$ cat src/design/vpma_pkg.sv
// Shared types, constants and helpers for the planar display memory block.
package vpma_pkg;

    localparam int PLANE_DEPTH_DEF = 65536;
    localparam int OFFSET_W        = 16;
    localparam int BYTE_W          = 8;
    localparam int WORD_W          = 32;
    localparam int CFG_IDX_W       = 4;

    // Configuration register indexes
    localparam logic [CFG_IDX_W-1:0] REG_MAP_MASK      = 4'd0;
    localparam logic [CFG_IDX_W-1:0] REG_CHAIN4_MODE   = 4'd1;
    localparam logic [CFG_IDX_W-1:0] REG_SET_RESET     = 4'd2;
    localparam logic [CFG_IDX_W-1:0] REG_DATA_ROTATE   = 4'd3;
    localparam logic [CFG_IDX_W-1:0] REG_GRAPHICS_MODE = 4'd4;
    localparam logic [CFG_IDX_W-1:0] REG_READ_PLANE    = 4'd5;
    localparam logic [CFG_IDX_W-1:0] REG_COLOR_COMPARE = 4'd6;
    localparam logic [CFG_IDX_W-1:0] REG_BIT_MASK      = 4'd7;

    // Write modes
    localparam logic [1:0] WMODE_ROTATE = 2'd0;
    localparam logic [1:0] WMODE_LATCH  = 2'd1;
    localparam logic [1:0] WMODE_EXPAND = 2'd2;
    localparam logic [1:0] WMODE_MASKED = 2'd3;

    // Logic functions
    localparam logic [1:0] LOGIC_COPY = 2'd0;
    localparam logic [1:0] LOGIC_AND  = 2'd1;
    localparam logic [1:0] LOGIC_OR   = 2'd2;
    localparam logic [1:0] LOGIC_XOR  = 2'd3;

    typedef struct packed {
        logic [3:0] map_mask;
        logic       chain4_mode;
        logic [7:0] set_reset_control;
        logic [4:0] data_rotate;
        logic [3:0] graphics_mode;
        logic [1:0] read_plane_select;
        logic [7:0] color_compare_control;
        logic [7:0] bit_mask;
    } cfg_t;

    typedef struct packed {
        logic       is_write;
        logic       chain4;
        logic [1:0] plane;
        logic [7:0] data;
    } op_t;

    // Rotate a byte right by 0..7
    function automatic logic [7:0] rot_right(input logic [7:0] v, input logic [2:0] n);
        logic [15:0] t;
        t = {v, v} >> n;
        return t[7:0];
    endfunction

endpackage

$ cat src/design/vpma_alu.sv
// Graphics controller datapath: read selection, color compare and write modes.
module vpma_alu (
    input  vpma_pkg::cfg_t   cfg,
    input  vpma_pkg::op_t    op,
    input  logic [31:0]      word,
    input  logic [31:0]      latch,
    output logic [31:0]      new_word,
    output logic [7:0]       read_byte
);
    import vpma_pkg::*;

    logic [7:0] rot;
    logic [7:0] cmp_byte;
    logic [31:0] planar_word;
    logic [31:0] chain_word;
    logic [3:0] sr;
    logic [3:0] esr;
    logic [3:0] cmp_color;
    logic [3:0] care;

    assign sr        = cfg.set_reset_control[3:0];
    assign esr       = cfg.set_reset_control[7:4];
    assign cmp_color = cfg.color_compare_control[3:0];
    assign care      = cfg.color_compare_control[7:4];
    assign rot       = rot_right(op.data, cfg.data_rotate[2:0]);

    // Color compare over the four planes of the fetched word
    always_comb begin
        cmp_byte = 8'hff;
        for (int p = 0; p < 4; p++) begin
            if (care[p]) begin
                cmp_byte = cmp_byte & (cmp_color[p] ? word[8*p +: 8] : ~word[8*p +: 8]);
            end
        end
    end

    // Build each plane byte and merge through the map mask
    always_comb begin
        logic [7:0] lat;
        logic [7:0] src;
        logic [7:0] m;
        logic [7:0] fn;
        logic [7:0] outb;
        planar_word = word;
        for (int p = 0; p < 4; p++) begin
            lat = latch[8*p +: 8];
            src = rot;
            m   = cfg.bit_mask;
            unique case (cfg.graphics_mode[1:0])
                WMODE_ROTATE: src = esr[p] ? {8{sr[p]}} : rot;
                WMODE_EXPAND: src = {8{op.data[p]}};
                WMODE_MASKED: begin
                    src = {8{sr[p]}};
                    m   = rot & cfg.bit_mask;
                end
                default: src = rot;
            endcase
            unique case (cfg.data_rotate[4:3])
                LOGIC_AND: fn = src & lat;
                LOGIC_OR:  fn = src | lat;
                LOGIC_XOR: fn = src ^ lat;
                default:   fn = src;
            endcase
            if (cfg.graphics_mode[1:0] == WMODE_LATCH) begin
                outb = lat;
            end else begin
                outb = (fn & m) | (lat & ~m);
            end
            if (cfg.map_mask[p]) begin
                planar_word[8*p +: 8] = outb;
            end
        end
    end

    // Chained write: replace the addressed byte
    always_comb begin
        chain_word = word;
        chain_word[8*op.plane +: 8] = op.data;
    end

    // Select stored word and returned byte
    always_comb begin
        if (op.chain4) begin
            new_word  = chain_word;
            read_byte = op.is_write ? 8'h00 : word[8*op.plane +: 8];
        end else begin
            new_word = planar_word;
            if (op.is_write) begin
                read_byte = 8'h00;
            end else if (cfg.graphics_mode[3]) begin
                read_byte = cmp_byte;
            end else begin
                read_byte = word[8*cfg.read_plane_select +: 8];
            end
        end
    end

endmodule
$ cat config.mk
export PLATFORM = sky130hd
export DESIGN_NAME = vpma_alu
export DESIGN_NICKNAME = d
export VERILOG_FILES = /design/src/design/vpma_pkg.sv /design/src/design/vpma_alu.sv
export SDC_FILE = /design/constraint.sdc
export NUM_CORES = 1
export LEC_CHECK = 0
export ABC_AREA = 1
export BUFFER_PORTS_ARGS = -buffer_cell sky130_fd_sc_hd__buf_2
export CORE_ASPECT_RATIO = 0.75
export CORE_MARGIN = 8
export CORE_UTILIZATION = 30
export DETAILED_ROUTE_END_ITERATION = 6
export GPL_TIMING_DRIVEN = 0
export REMOVE_ABC_BUFFERS = 1
export SLEW_MARGIN = 20
export SYNTH_ARGS = -nofsm -noshare
export SYNTH_HDL_FRONTEND = slang
export SYNTH_SLANG_ARGS = --single-unit
export TNS_END_PERCENT = 50
$ cat constraint.sdc
create_clock -name vclk -period 2.8
set_input_delay 0.28 -clock vclk [all_inputs]
set_output_delay 0.28 -clock vclk [all_outputs]
set_load 0.05 [all_outputs]
==> metrics.txt <==
status=complete, but fails checks; failing checks=DRC; aggregate global routing overflow=0; fin worst setup slack=48.5 ps; multiplexer share of the synthesized area=0; Final HPWL DP=19100 µm; area grow syn2layout=31.1%; clkbuf count=0; max-cap viol count=0; die height=132 µm; Slowest cell on crit path=ha_1; DRT Wirelength=25100 µm; startpoint types=input port; CP most frequent cell=nand2_1; worst hold path type=input port to output pin; critical path depth=21; XOR/XNOR Fraction of Synth Area=0.0278; CP endpoint kind=output pin; core region area=17600 µm²; post-synth top area share=0.278; port buffer count=154; leading area contributor after synthesis=nand2_1; data required time of the critical path=2520 ps; synthesized area per cell=4.95 µm²; Crit Path Max Fanout=6; final antenna-violating net count=0; vias per inst=5.57; initial antenna violation count=3; static leakage=3.71 nW; maximum clock rate=363 MHz; layout net count=1357; number of global-route vias before repair=6830; Final min period=2750 ps; RSZ-0062 raised after global routing=true; Worst Max-Slew Pin Slew=768 ps; Fin Setup TNS=0 ps; Yosys Warn Count=0; kind of critical path=input port to output pin; crit path DAT=2470 ps; CP Launch Point=op[2]; top post-synthesis cells by area=nand2_1 (28%), a21oi_1 (9.8%), o21ai_0 (9.7%); DP Worst Slack=-486 ps; post-synthesis compound-gate area fraction=0.300; Iter 0 DRT Violations=1209; Final GP Congestion=0.936; crit share post-route=0.983; post-synth cell types=31; die extent in x=170 µm; routed via count=8060; first-pass detailed-route iteration total=7; cell area after synthesis=5350 µm²; worst path cell trace=buf_2, nand2_1, nand3_2, nand3_2, nand2_4, nand2_1, nand2_1, nand2_1, nand3_1, ha_1, nand2_1, nand2_1, o21ai_0, inv_1, o21ai_1, nand4_1, nand2_1, nand2_1, nand2_1, nand2_1, buf_6; Final Setup Violations=0; Post-Synth Adder-Cell Area=0.0865; FF/Latch Area=0 µm²; Cell Rows=42; main combinational cell family by area after synthesis=simple AND/OR/NAND/NOR gates; CP top delay family=simple AND/OR/NAND/NOR gates; GRT Total Usage=0.200; Tot Pwr=1.60 mW; share of cells above drive strength 1=0.250; max incr delay on CP=280 ps; maximum VDD drop=0.195 mV; hold violation total from the final report=0; crit path buf inv count=3; WL per Instance=17.3 µm; DIE AREA=22400 µm²; Initial Utilization=0.305; I/O pins=156; seq_cells=0; DRC viols=11; end of the critical path=new_word[19]; Fillers=1986; sequential area share after synthesis=0; first-pass GRT wire length=36700 µm; PwrDens=228 nW/µm²; Min Hold Slack=1030 ps; Simple-Gate Fraction of Synth Area=0.473; cell count after synthesis=1081; fin. max-slew vios=0; Slew HR=0.486; largest net degree at the start of global routing=73
[cell usage after synthesis (2+ instances only)]
library cell	n
nor2_1	75
a31oi_1	8
clkbuf_1	31
o211ai_4	8
buf_4	6
clkinv_1	4
nand4_1	32
ha_1	37
nand2_1	397
nand2_2	8
inv_4	2
a21oi_1	105
buf_6	2
xnor2_1	8
o22ai_1	17
o21ai_2	2
o21ai_1	17
o221ai_1	6
inv_1	69
o32ai_1	7
o21ai_0	104
nand3_1	94
inv_2	7
xor2_1	9
buf_2	20
[worst min path at each step]
| stage | from | to | slack (ps) | cells past startpoint |
|---|---|---|---|---|
| 2_1_floorplan | op[10] | read_byte[4] | 850 | 3 |
| 3_3_place_gp | cfg[15] | read_byte[6] | 1080 | 5 |
| 3_5_place_dp | cfg[15] | read_byte[6] | 1090 | 5 |
| 4_1_cts | cfg[15] | read_byte[6] | 1090 | 5 |
| 5_1_grt | word[23] | new_word[23] | 1090 | 4 |
| 6_report | word[23] | new_word[23] | 1030 | 4 |
[tightest hold or removal path, delay by kind of cell]
kind | cells | cell delay (ps)
buffers and inverters | 2 | 280
and+or+nand+nor | 1 | 100
AOI/OAI and AO/OA | 1 | 90
[metrics by stage]
stage / std cells / instance area [µm²] / util
after global placement: 1418 / 6140 / 0.350
after detailed placement: 1418 / 6150 / 0.350
after floorplan: 1022 / 5070 / -
final: 1446 / 7020 / 0.400
after CTS: 1423 / 6300 / 0.359
after global routing: 1446 / 7020 / 0.400
[per-layer routing]
layer  global-route usage  vias to the layer above  part of all wire
met5                    0                        -           0.00052
met4               0.0340                        2             0.019
met3               0.0392                       37              0.12
met2                0.300                      449              0.43
met1                0.290                     3665              0.43
li1                     -                     3907                 -
[power by group]
part           switching (mW)  internal (mW)
clock network               0   0.0000000957
logic                    1.07          0.524
registers                   0              0
total                    1.07          0.524
[cells in the final DEF, fill, tap and decap left out, types with 11 or more instances in the layout]
cell type  instances
a21oi_1          105
nand3_2           36
nand2_1          356
buf_6             11
nand2_2           32
ha_1              37
nand3_1           55
o21ai_1           31
nand2_4           18
inv_1             67
buf_4             27
buf_2            129
nand4_1           32
o21ai_0           86
o22ai_1           17
nor2_1            73
[area by class of cell]
type                            instances  area (µm²)  share of cell area
Multi-Input combinational cell        941        5200               0.741
Inverter                               83         380              0.0542
Tap cell                              242         303              0.0431
Antenna cell                            2        5.00            0.000713
Timing Repair Buffer                  178        1130               0.161
[logic make-up (layout without fill, tap and decap cells)]
logic type               Yosys count  after routing
other                              0              2
AO/OA/AOI/OAI                    276            276
buffers and inverters            142            261
adder cells (fa/ha/maj)           37             37
AND/OR/NAND/NOR                  609            611
XOR/XNOR                          17             17
[timing repair]
item | 4_1_cts | 5_1_grt
pin swaps | 4 | 30
endpoints found under the setup margin | 32 | 32
gates resized for setup | 34 | 167
hold buffers | 0 | 0
cloned | 1 | 1
buffers inserted | 4 | 20
Power figures use the tool's default switching activity.
